File: src/design/bpe_pkg.sv
package bpe_pkg;

    localparam int MAX_X_TERMS = 4;
    localparam int MAX_Y_TERMS = 4;
    localparam int STORE_DEPTH = MAX_X_TERMS * MAX_Y_TERMS;
    localparam int ADDR_W      = (STORE_DEPTH > 1) ? $clog2(STORE_DEPTH) : 1;
    localparam int XN_W        = $clog2(MAX_X_TERMS + 1);
    localparam int YN_W        = $clog2(MAX_Y_TERMS + 1);
    localparam int XI_W        = (MAX_X_TERMS > 1) ? $clog2(MAX_X_TERMS) : 1;
    localparam int YJ_W        = (MAX_Y_TERMS > 1) ? $clog2(MAX_Y_TERMS) : 1;

    localparam int IN_DATA_W  = 112;
    localparam int OUT_DATA_W = 48;

    localparam logic signed [47:0] MAX48 = {1'b0, {47{1'b1}}};
    localparam logic signed [47:0] MIN48 = {1'b1, {47{1'b0}}};
    localparam logic signed [31:0] MAX32 = 32'sh7FFF_FFFF;
    localparam logic signed [31:0] MIN32 = 32'sh8000_0000;
    localparam logic signed [31:0] ONE_Q30 = 32'sh4000_0000;

    typedef enum logic {
        REQ_LOAD = 1'b0,
        REQ_EVAL = 1'b1
    } t_req_type;

    typedef enum logic [1:0] {
        REG_X_TERMS       = 2'd0,
        REG_Y_TERMS       = 2'd1,
        REG_PERT_AMOUNT   = 2'd2,
        REG_PERT_RELATIVE = 2'd3
    } t_reg_idx;

    // Request to the shared multiplier: a * b, rounded and scaled down by
    // 2^16 (frac16) or 2^30, saturated to 48 bits.
    typedef struct packed {
        logic        start;
        logic        frac16;
        logic [47:0] a;
        logic [31:0] b;
    } t_mul_req;

    typedef struct packed {
        logic        done;
        logic        ovf;
        logic [47:0] value;
    } t_mul_rsp;

    typedef struct packed {
        logic        ovf;
        logic [47:0] value;
    } t_sat48;

    function automatic t_sat48 sat_add48(input logic [47:0] a, input logic [47:0] b);
        logic [48:0] s;
        t_sat48      r;
        s       = {a[47], a} + {b[47], b};
        r.ovf   = s[48] ^ s[47];
        r.value = r.ovf ? (s[48] ? MIN48 : MAX48) : s[47:0];
        return r;
    endfunction

endpackage

File: src/design/bivariate_poly_eval.sv
// Channel   Dir  Handshake                     Payload
// s_axis    in   i_s_axis_tvalid/o_..._tready  tdata: index, coeff, x, y, perturb index
//                                              tuser: request type
// m_axis    out  o_m_axis_tvalid/i_..._tready  tdata: result; tuser: overflow
// cfg       in   i_cfg_wr_en (no wait)         i_cfg_addr, i_cfg_wdata
//
// A load transfer writes the coefficient into the store on the accept edge.
// An evaluate transfer is paced by the one shared 48x32 multiplier (two passes of a
// 33x32 product, one call per x step, per row weight, per y power and for a relative
// perturbation) and the saturating adder it shares with the sums.
// Input is refused from the accept of an evaluation until its result sits in the
// output register; that register frees the sequencer while the result waits.
// Reset (synchronous, active low) clears the control state and the registers
// to x_terms 1, y_terms 1, pert_amount 0, absolute mode; the store is not cleared.
module bivariate_poly_eval (
    input  logic                             i_clk,
    input  logic                             i_rst_n,
    input  logic                             i_s_axis_tvalid,
    output logic                             o_s_axis_tready,
    // [3:0] coeff_index, [35:4] coeff_value, [67:36] x_value,
    // [99:68] y_value, [104:100] perturb_index, [111:105] zero
    input  logic [bpe_pkg::IN_DATA_W-1:0]    i_s_axis_tdata,
    // [0] req_type
    input  logic                             i_s_axis_tuser,
    output logic                             o_m_axis_tvalid,
    input  logic                             i_m_axis_tready,
    // [47:0] result_value
    output logic [bpe_pkg::OUT_DATA_W-1:0]   o_m_axis_tdata,
    // [0] overflow
    output logic                             o_m_axis_tuser,
    input  logic                             i_cfg_wr_en,
    input  logic [1:0]                       i_cfg_addr,
    input  logic [31:0]                      i_cfg_wdata
);
    import bpe_pkg::*;

    typedef enum logic [3:0] {
        S_IDLE,
        S_ROW,
        S_RD,
        S_COEF,
        S_PWAIT,
        S_PADD,
        S_ACC,
        S_XMUL,
        S_XWAIT,
        S_YMUL,
        S_YWAIT,
        S_VADD,
        S_YPMUL,
        S_YPWAIT,
        S_DONE
    } t_state;

    // Configuration registers
    logic [2:0]  r_x_terms;
    logic [2:0]  r_y_terms;
    logic [31:0] r_pert_amount;
    logic        r_pert_rel;

    // Sequencer state
    t_state            r_state;
    logic [XN_W-1:0]   r_nx;
    logic [YN_W-1:0]   r_ny;
    logic [XI_W-1:0]   r_i;
    logic [YJ_W-1:0]   r_j;
    logic [ADDR_W-1:0] r_row_base;
    logic [31:0]       r_x;
    logic [31:0]       r_y;
    logic [4:0]        r_pidx;
    logic [47:0]       r_val;
    logic [47:0]       r_sub;
    logic [47:0]       r_coef;
    logic [47:0]       r_opnd;
    logic [31:0]       r_ypow;
    logic              r_ov;

    // Output register
    logic              r_m_valid;
    logic [47:0]       r_m_data;
    logic              r_m_user;

    logic              in_xfer;
    logic              load_we;
    logic [ADDR_W-1:0] load_addr;
    logic [ADDR_W-1:0] pos;
    logic [31:0]       rd_data;
    logic              pert_hit;
    logic              more_rows;
    logic              out_free;
    logic [XN_W-1:0]   nx_eff;
    logic [YN_W-1:0]   ny_eff;
    logic [47:0]       add_a;
    logic [47:0]       add_b;
    t_sat48            add_res;
    t_mul_req          mul_req;
    t_mul_rsp          mul_rsp;
    logic              yp_fits;
    logic [31:0]       yp_clamped;

    // Input fields
    logic [3:0]  in_coeff_index;
    logic [31:0] in_coeff_value;
    logic [31:0] in_x_value;
    logic [31:0] in_y_value;
    logic [4:0]  in_perturb_index;

    assign in_coeff_index   = i_s_axis_tdata[3:0];
    assign in_coeff_value   = i_s_axis_tdata[35:4];
    assign in_x_value       = i_s_axis_tdata[67:36];
    assign in_y_value       = i_s_axis_tdata[99:68];
    assign in_perturb_index = i_s_axis_tdata[104:100];

    assign o_s_axis_tready = (r_state == S_IDLE);
    assign in_xfer         = i_s_axis_tvalid && o_s_axis_tready;

    // Loads bypass the sequencer; drop an index beyond the store.
    assign load_we   = in_xfer && (t_req_type'(i_s_axis_tuser) == REQ_LOAD)
                       && (int'(in_coeff_index) < STORE_DEPTH);
    assign load_addr = ADDR_W'(in_coeff_index);

    assign pos       = r_row_base + ADDR_W'(r_i);
    assign pert_hit  = (int'(pos) == int'(r_pidx));
    assign more_rows = (int'(r_j) + 1) < int'(r_ny);
    assign out_free  = !r_m_valid || i_m_axis_tready;

    // A term count of zero means one; clip above the maximum.
    always_comb begin
        if (r_x_terms == '0) begin
            nx_eff = XN_W'(1);
        end else if (int'(r_x_terms) > MAX_X_TERMS) begin
            nx_eff = XN_W'(MAX_X_TERMS);
        end else begin
            nx_eff = XN_W'(r_x_terms);
        end
        if (r_y_terms == '0) begin
            ny_eff = YN_W'(1);
        end else if (int'(r_y_terms) > MAX_Y_TERMS) begin
            ny_eff = YN_W'(MAX_Y_TERMS);
        end else begin
            ny_eff = YN_W'(r_y_terms);
        end
    end

    bpe_store u_store (
        .i_clk   (i_clk),
        .i_we    (load_we),
        .i_waddr (load_addr),
        .i_wdata (in_coeff_value),
        .i_raddr (pos),
        .o_rdata (rd_data)
    );

    // Shared saturating adder: perturbation, row sum, total.
    always_comb begin
        case (r_state)
            S_PADD: begin
                add_a = r_coef;
                add_b = r_opnd;
            end
            S_ACC: begin
                add_a = r_sub;
                add_b = r_coef;
            end
            default: begin
                add_a = r_val;
                add_b = r_opnd;
            end
        endcase
    end

    assign add_res = sat_add48(add_a, add_b);

    // Shared multiplier requests.
    always_comb begin
        mul_req = '0;
        case (r_state)
            S_COEF: begin
                mul_req.start  = pert_hit && r_pert_rel && (rd_data != '0);
                mul_req.frac16 = 1'b1;
                mul_req.a      = {{16{rd_data[31]}}, rd_data};
                mul_req.b      = r_pert_amount;
            end
            S_XMUL: begin
                mul_req.start = 1'b1;
                mul_req.a     = r_sub;
                mul_req.b     = r_x;
            end
            S_YMUL: begin
                mul_req.start = 1'b1;
                mul_req.a     = r_sub;
                mul_req.b     = r_ypow;
            end
            S_YPMUL: begin
                mul_req.start = 1'b1;
                mul_req.a     = {{16{r_ypow[31]}}, r_ypow};
                mul_req.b     = r_y;
            end
            default: mul_req = '0;
        endcase
    end

    bpe_mul u_mul (
        .i_clk   (i_clk),
        .i_rst_n (i_rst_n),
        .i_req   (mul_req),
        .o_rsp   (mul_rsp)
    );

    // The y power stays in Q2.30 within 32 bits.
    assign yp_fits    = (&mul_rsp.value[47:31]) | ~(|mul_rsp.value[47:31]);
    assign yp_clamped = yp_fits ? mul_rsp.value[31:0]
                                : (mul_rsp.value[47] ? MIN32 : MAX32);

    always_ff @(posedge i_clk) begin
        if (!i_rst_n) begin
            r_x_terms     <= 3'd1;
            r_y_terms     <= 3'd1;
            r_pert_amount <= '0;
            r_pert_rel    <= 1'b0;
        end else if (i_cfg_wr_en) begin
            case (t_reg_idx'(i_cfg_addr))
                REG_X_TERMS:       r_x_terms     <= i_cfg_wdata[2:0];
                REG_Y_TERMS:       r_y_terms     <= i_cfg_wdata[2:0];
                REG_PERT_AMOUNT:   r_pert_amount <= i_cfg_wdata;
                REG_PERT_RELATIVE: r_pert_rel    <= i_cfg_wdata[0];
                default:           r_pert_rel    <= r_pert_rel;
            endcase
        end
    end

    always_ff @(posedge i_clk) begin
        if (!i_rst_n) begin
            r_state   <= S_IDLE;
            r_m_valid <= 1'b0;
        end else begin
            // Load the output register from the sequencer, else drop the
            // result once it has been taken.
            if ((r_state == S_DONE) && out_free) begin
                r_m_valid <= 1'b1;
            end else if (i_m_axis_tready) begin
                r_m_valid <= 1'b0;
            end
            case (r_state)
                S_IDLE: begin
                    if (in_xfer && (t_req_type'(i_s_axis_tuser) == REQ_EVAL)) begin
                        r_x        <= in_x_value;
                        r_y        <= in_y_value;
                        r_pidx     <= in_perturb_index;
                        r_nx       <= nx_eff;
                        r_ny       <= ny_eff;
                        r_j        <= '0;
                        r_row_base <= '0;
                        r_val      <= '0;
                        r_ypow     <= ONE_Q30;
                        r_ov       <= 1'b0;
                        r_state    <= S_ROW;
                    end
                end
                S_ROW: begin
                    // Horner runs from the highest x term down.
                    r_sub   <= '0;
                    r_i     <= XI_W'(r_nx - XN_W'(1));
                    r_state <= S_RD;
                end
                S_RD: begin
                    r_state <= S_COEF;
                end
                S_COEF: begin
                    r_coef <= {{16{rd_data[31]}}, rd_data};
                    if (!pert_hit) begin
                        r_state <= S_ACC;
                    end else if (r_pert_rel && (rd_data != '0)) begin
                        r_state <= S_PWAIT;
                    end else begin
                        r_opnd  <= {{16{r_pert_amount[31]}}, r_pert_amount};
                        r_state <= S_PADD;
                    end
                end
                S_PWAIT: begin
                    if (mul_rsp.done) begin
                        r_opnd  <= mul_rsp.value;
                        r_state <= S_PADD;
                    end
                end
                S_PADD: begin
                    r_coef  <= add_res.value;
                    r_ov    <= r_ov | add_res.ovf;
                    r_state <= S_ACC;
                end
                S_ACC: begin
                    r_sub   <= add_res.value;
                    r_ov    <= r_ov | add_res.ovf;
                    r_state <= (r_i != '0) ? S_XMUL : S_YMUL;
                end
                S_XMUL: begin
                    r_state <= S_XWAIT;
                end
                S_XWAIT: begin
                    if (mul_rsp.done) begin
                        r_sub   <= mul_rsp.value;
                        r_ov    <= r_ov | mul_rsp.ovf;
                        r_i     <= r_i - XI_W'(1);
                        r_state <= S_RD;
                    end
                end
                S_YMUL: begin
                    r_state <= S_YWAIT;
                end
                S_YWAIT: begin
                    if (mul_rsp.done) begin
                        r_opnd  <= mul_rsp.value;
                        r_ov    <= r_ov | mul_rsp.ovf;
                        r_state <= S_VADD;
                    end
                end
                S_VADD: begin
                    r_val   <= add_res.value;
                    r_ov    <= r_ov | add_res.ovf;
                    r_state <= more_rows ? S_YPMUL : S_DONE;
                end
                S_YPMUL: begin
                    r_state <= S_YPWAIT;
                end
                S_YPWAIT: begin
                    if (mul_rsp.done) begin
                        r_ypow     <= yp_clamped;
                        r_ov       <= r_ov | mul_rsp.ovf | ~yp_fits;
                        r_j        <= r_j + YJ_W'(1);
                        r_row_base <= r_row_base + ADDR_W'(r_nx);
                        r_state    <= S_ROW;
                    end
                end
                S_DONE: begin
                    // Hold until the output register is free.
                    if (out_free) begin
                        r_m_data  <= r_val;
                        r_m_user  <= r_ov;
                        r_state   <= S_IDLE;
                    end
                end
                default: r_state <= S_IDLE;
            endcase
        end
    end

    assign o_m_axis_tvalid = r_m_valid;
    assign o_m_axis_tdata  = r_m_data;
    assign o_m_axis_tuser  = r_m_user;

endmodule

File: src/design/bpe_store.sv
module bpe_store (
    input  logic                       i_clk,
    input  logic                       i_we,
    input  logic [bpe_pkg::ADDR_W-1:0] i_waddr,
    input  logic [31:0]                i_wdata,
    input  logic [bpe_pkg::ADDR_W-1:0] i_raddr,
    output logic [31:0]                o_rdata
);
    import bpe_pkg::*;

    logic [31:0] mem [STORE_DEPTH];
    logic [31:0] r_rdata;

    always_ff @(posedge i_clk) begin
        if (i_we) begin
            mem[i_waddr] <= i_wdata;
        end
    end

    always_ff @(posedge i_clk) begin
        r_rdata <= mem[i_raddr];
    end

    assign o_rdata = r_rdata;

endmodule

File: src/design/bpe_mul.sv
module bpe_mul (
    input  logic              i_clk,
    input  logic              i_rst_n,
    input  bpe_pkg::t_mul_req i_req,
    output bpe_pkg::t_mul_rsp o_rsp
);
    import bpe_pkg::*;

    typedef enum logic {
        M_IDLE,
        M_HI
    } t_mstate;

    t_mstate            r_state;
    logic               r_done;
    logic               r_frac16;
    logic [15:0]        r_ahi;
    logic signed [31:0] r_b;
    logic signed [79:0] r_acc;

    logic signed [32:0] mul_a;
    logic signed [31:0] mul_b;
    logic signed [64:0] prod;
    logic signed [79:0] rnd;
    logic signed [79:0] shifted;
    logic               fits;

    // Low word (unsigned) on the start cycle, signed high part on the next.
    always_comb begin
        if (r_state == M_IDLE) begin
            mul_a = $signed({1'b0, i_req.a[31:0]});
            mul_b = $signed(i_req.b);
        end else begin
            mul_a = $signed({{17{r_ahi[15]}}, r_ahi});
            mul_b = r_b;
        end
    end

    assign prod = mul_a * mul_b;
    assign rnd  = i_req.frac16 ? 80'sd32768 : 80'sd536870912;

    always_ff @(posedge i_clk) begin
        if (!i_rst_n) begin
            r_state <= M_IDLE;
            r_done  <= 1'b0;
        end else begin
            r_done <= 1'b0;
            case (r_state)
                M_IDLE: begin
                    if (i_req.start) begin
                        r_acc    <= $signed({{15{prod[64]}}, prod}) + rnd;
                        r_ahi    <= i_req.a[47:32];
                        r_b      <= $signed(i_req.b);
                        r_frac16 <= i_req.frac16;
                        r_state  <= M_HI;
                    end
                end
                M_HI: begin
                    r_acc   <= r_acc + $signed({prod[47:0], 32'h0});
                    r_done  <= 1'b1;
                    r_state <= M_IDLE;
                end
                default: r_state <= M_IDLE;
            endcase
        end
    end

    // Floor shift, then saturate to 48 bits.
    assign shifted = r_frac16 ? (r_acc >>> 16) : (r_acc >>> 30);
    assign fits    = (&shifted[79:47]) | ~(|shifted[79:47]);

    always_comb begin
        o_rsp.done  = r_done;
        o_rsp.ovf   = ~fits;
        o_rsp.value = fits ? shifted[47:0] : (shifted[79] ? MIN48 : MAX48);
    end

endmodule

File: config.mk
export PLATFORM = sky130hd
export DESIGN_NAME = bivariate_poly_eval
export DESIGN_NICKNAME = d
export VERILOG_FILES = /design/src/design/bpe_pkg.sv /design/src/design/bivariate_poly_eval.sv /design/src/design/bpe_store.sv /design/src/design/bpe_mul.sv
export SDC_FILE = /design/constraint.sdc
export NUM_CORES = 2
export LEC_CHECK = 0
export ABC_AREA = 0
export BUFFER_PORTS_ARGS = -buffer_cell sky130_fd_sc_hd__buf_2
export CAP_MARGIN = 20
export CORE_AREA = 2 2 420 422
export CTS_BUF_LIST = sky130_fd_sc_hd__clkbuf_16
export DETAILED_ROUTE_END_ITERATION = 8
export DIE_AREA = 0 0 422 424
export GPL_ROUTABILITY_DRIVEN = 1
export HOLD_SLACK_MARGIN = 0.1
export PLACE_DENSITY = 0.68
export SYNTH_ARGS = -nofsm -noshare
export SYNTH_HDL_FRONTEND = slang
export SYNTH_SLANG_ARGS = --single-unit
File: constraint.sdc
create_clock -name i_clk -period 32.2 [get_ports i_clk]
set_input_delay 3.22 -clock i_clk [delete_from_list [all_inputs] [get_ports i_clk]]
set_output_delay 3.22 -clock i_clk [all_outputs]
set_load 0.02 [all_outputs]
==> impl_metrics.toml <==
[worst_setup_path]
crit_path_top_delay_cell = "nor2_2"
arrival_ps = 14460
cp_common_cell = "fa_1"
cp_slowest_stage_delay_ps = 760
start_kind = "register"
crit_type = "register to register"
cp.required_ps = 32650
rr_startpoint = "r_state[0]"
reg2reg_to = "u_mul.r_acc[79]"
end_kind = "register"
critPathBufInv = 6
path_delay_family = "compound AO/OA/AOI/OAI gates"
reg2reg_depth = 38
r2r_slack_ps = 18190
cp_max_fo = 20

[timing]
max_freq_mhz = 71.4
slew_headroom_pct = 7.90
rsz0062_at_grt = "false"
tns_ps = 0
setup_viol = 0
tightest_slew_ps = 1380
period_share_pct = 43.5
whs_ps = 438
skew_ps = 49.2
hold_violations = 0
period_minus_slack_ps = 14010
slew_violations = 0

[layout]
layout-area-overhead-vs-synth_pct = 8.60
layout.nets = 9539
final_util_pct = 53.7
drive_gt1_share_pct = 11.2

[global_route]
grt_max_degree = 112
grt_remaining_overflow = 0
grt_pass1_vias = 64000
track_usage_pct = 31.4
grt_pass1_wl_mm = 415
antenna_found_initial = 16

[logic_synthesis]
synth-seq-cells = 1060
synthCells = 7913
syn_area_per_cell_um2 = 10.9
syn_area_um2 = 86500
synth_commonest_cells = "inv_1, fa_1, nand2_1, edfxtp_1, nor2_1"
synth_enable_flop_cells = 982
yosys_warnings = 0
yosysSeqAreaShare_pct = 35.9
synth_most_common_cell = "inv_1"
ys_top_cells_by_area = "edfxtp_1, fa_1, inv_1, nand2_1, ha_1"
syn_nets = 9479
yosysTopAreaCellShare_pct = 34.1
async_flop_share_pct = 0
yosysTopAreaCell = "edfxtp_1"
synth-main-ff-cell = "edfxtp_1"
ys_types = 97

[clock_network]
cts_root_buffer = "clkbuf_16"
cts_buffers = 101
post_cts_resized = 0
postCtsSetupRepairBufs = 0
cts_buffer_depth = 3
cts_tree = "built"
clkLatencyLatePin_ps = 760
clk_pin_slew_ps = 70
ctsHoldBuffers = 0
ctsHtreeMaxLevel = 3
clkSinkCount = 1060

[placed_design]
dp_hpwl_mm = 208
io_buffers = 195
place_congestion = 0.984

[floorplanning]
die_h_um = 424
initial_core_util_pct = 49.5
fp.dieW_um = 422
io_pins = 203
die_area_um2 = 179000
rows = 154
core_area_um2 = 175000

[power]
peakVddDrop_mv = 0.0706
p_leak_uw = 0.0398
powerDensity_nw_per_um2 = 44.1
power.total_uw = 4150

[worst_hold_path]
hold_path.startpoint = "r_val[29]"
holdPathStages = 0
hold_path_class = "register to register"
hold_end = "o_m_axis_tdata[29]"

[detailed_routing]
drtIter0Drc = 6975
ant_nets = 0
vias_per_cell = 6.05
dr.pass1.iters = 7
avgRoutedWirePerCell_um = 26.8
drt-total-wl_mm = 279
vias = 62900
drc = 0

[outcome]
status = "finished clean"

[flow_run]
max-cap-violations = 0
-- cells in the final DEF (no fill, tap or decap), drive strengths merged, types with 28 or more instances in the layout --
master,n
nand2b,34
a21boi,39
mux2,57
fa,1117
a21oi,240
o21ai,312
nand4,52
inv,1145
mux4,160
a22o,43
and2,52
o21a,55
edfxtp,982
nand2,1007
nor2b,32
xnor2,108
nor2,879
ha,297
nor3,66
a221o,28
a22oi,82
and3,45
o211ai,30
clkinv,43
nand3,60
buf,359
xor2,74
clkbuf,106
nor4,33
o22ai,36
a21o,108
dfxtp,78
-- area by class of cell --
type	instances	area [um2]
Clock buffer	103	2580
Timing Repair Buffer	362	2260
Clock inverter	85	738
Inverter	1118	4200
Antenna cell	8	20.0
Fill cell	15200	81000
Multi-Input combinational cell	5330	50200
Tap cell	2340	2930
Sequential cell	1060	31100
-- flip-flops by register name (all words and copies together) (netlist names), 2 cells and up --
| register | count |
|---|---|
| r_y_terms | 3 |
| r_opnd | 48 |
| r_pert_amount | 32 |
| r_val | 48 |
| r_i | 2 |
| o_m_axis_tdata | 48 |
| r_j | 2 |
| r_pidx | 5 |
| u_store.o_rdata | 32 |
| u_store.mem | 512 |
| r_nx | 3 |
| r_ny | 3 |
| r_row_base | 4 |
| r_x | 32 |
| r_coef | 48 |
| r_state | 4 |
| r_y | 32 |
| u_mul.r_b | 32 |
| u_mul.r_acc | 64 |
| r_sub | 48 |
| u_mul.r_ahi | 16 |
| r_ypow | 32 |
| r_x_terms | 3 |
-- worst register-to-register path, delay by kind of cell (launching register included) --
kind,cells,cell delay (ps)
and+or+nand+nor,7,2670
AOI/OAI and AO/OA,13,4470
xor gates and xnor gates,1,400
muxes,1,240
adders and majority gates,10,4360
DFF,1,730
buffers and inverters,6,880
-- power breakdown --
group	leakage, uW	switching [uW]	internal (uW)
registers	0.00961	110	1620
clock network	0.00167	558	640
logic	0.0285	809	412
-- cell families (layout without fill, tap and decap cells) --
kind of cell / Yosys count / count (layout) / share of synthesized area, %
simple gates: 2332 / 2332 / 11.4
compound gates: 1167 / 1167 / 8.91
xor+xnor: 182 / 182 / 1.87
mux: 233 / 233 / 5.09
flops: 1060 / 1060 / 35.9
fa+ha+maj: 1416 / 1416 / 30.2
buf+inv: 1523 / 1668 / 6.67
other cells: 0 / 8 / 0
-- worst max path at each step --
stage	start	cells after the start	slack (ps)	end
3_5_place_dp	r_state[3]	39	18510	u_mul.r_acc[79]
5_1_grt	r_state[3]	39	17580	u_mul.r_acc[79]
2_1_floorplan	r_state[1]	43	21210	u_mul.r_acc[79]
3_3_place_gp	r_state[3]	39	18620	u_mul.r_acc[78]
4_1_cts	r_state[3]	39	18430	u_mul.r_acc[79]
6_report	r_state[0]	38	18190	u_mul.r_acc[79]
-- metal layers --
layer / routed length, um / vias up / track usage (%)
li1: - / 26500 / -
met1: 101000 / 32100 / 40.0
met2: 128000 / 3596 / 49.2
met3: 29400 / 716 / 6.88
met4: 20500 / 12 / 19.3
met5: 80 / - / 0
-- stage by stage --
step	std cells	area (um2)	setup slack, ps
floorplan	7913	86500	21210
global placement	10200	90600	18620
detailed placement	10200	90600	18510
CTS	10400	93900	18430
global route	10400	94000	17580
finish	10400	94000	18190
No activity file was read; power rests on OpenSTA's default activity.
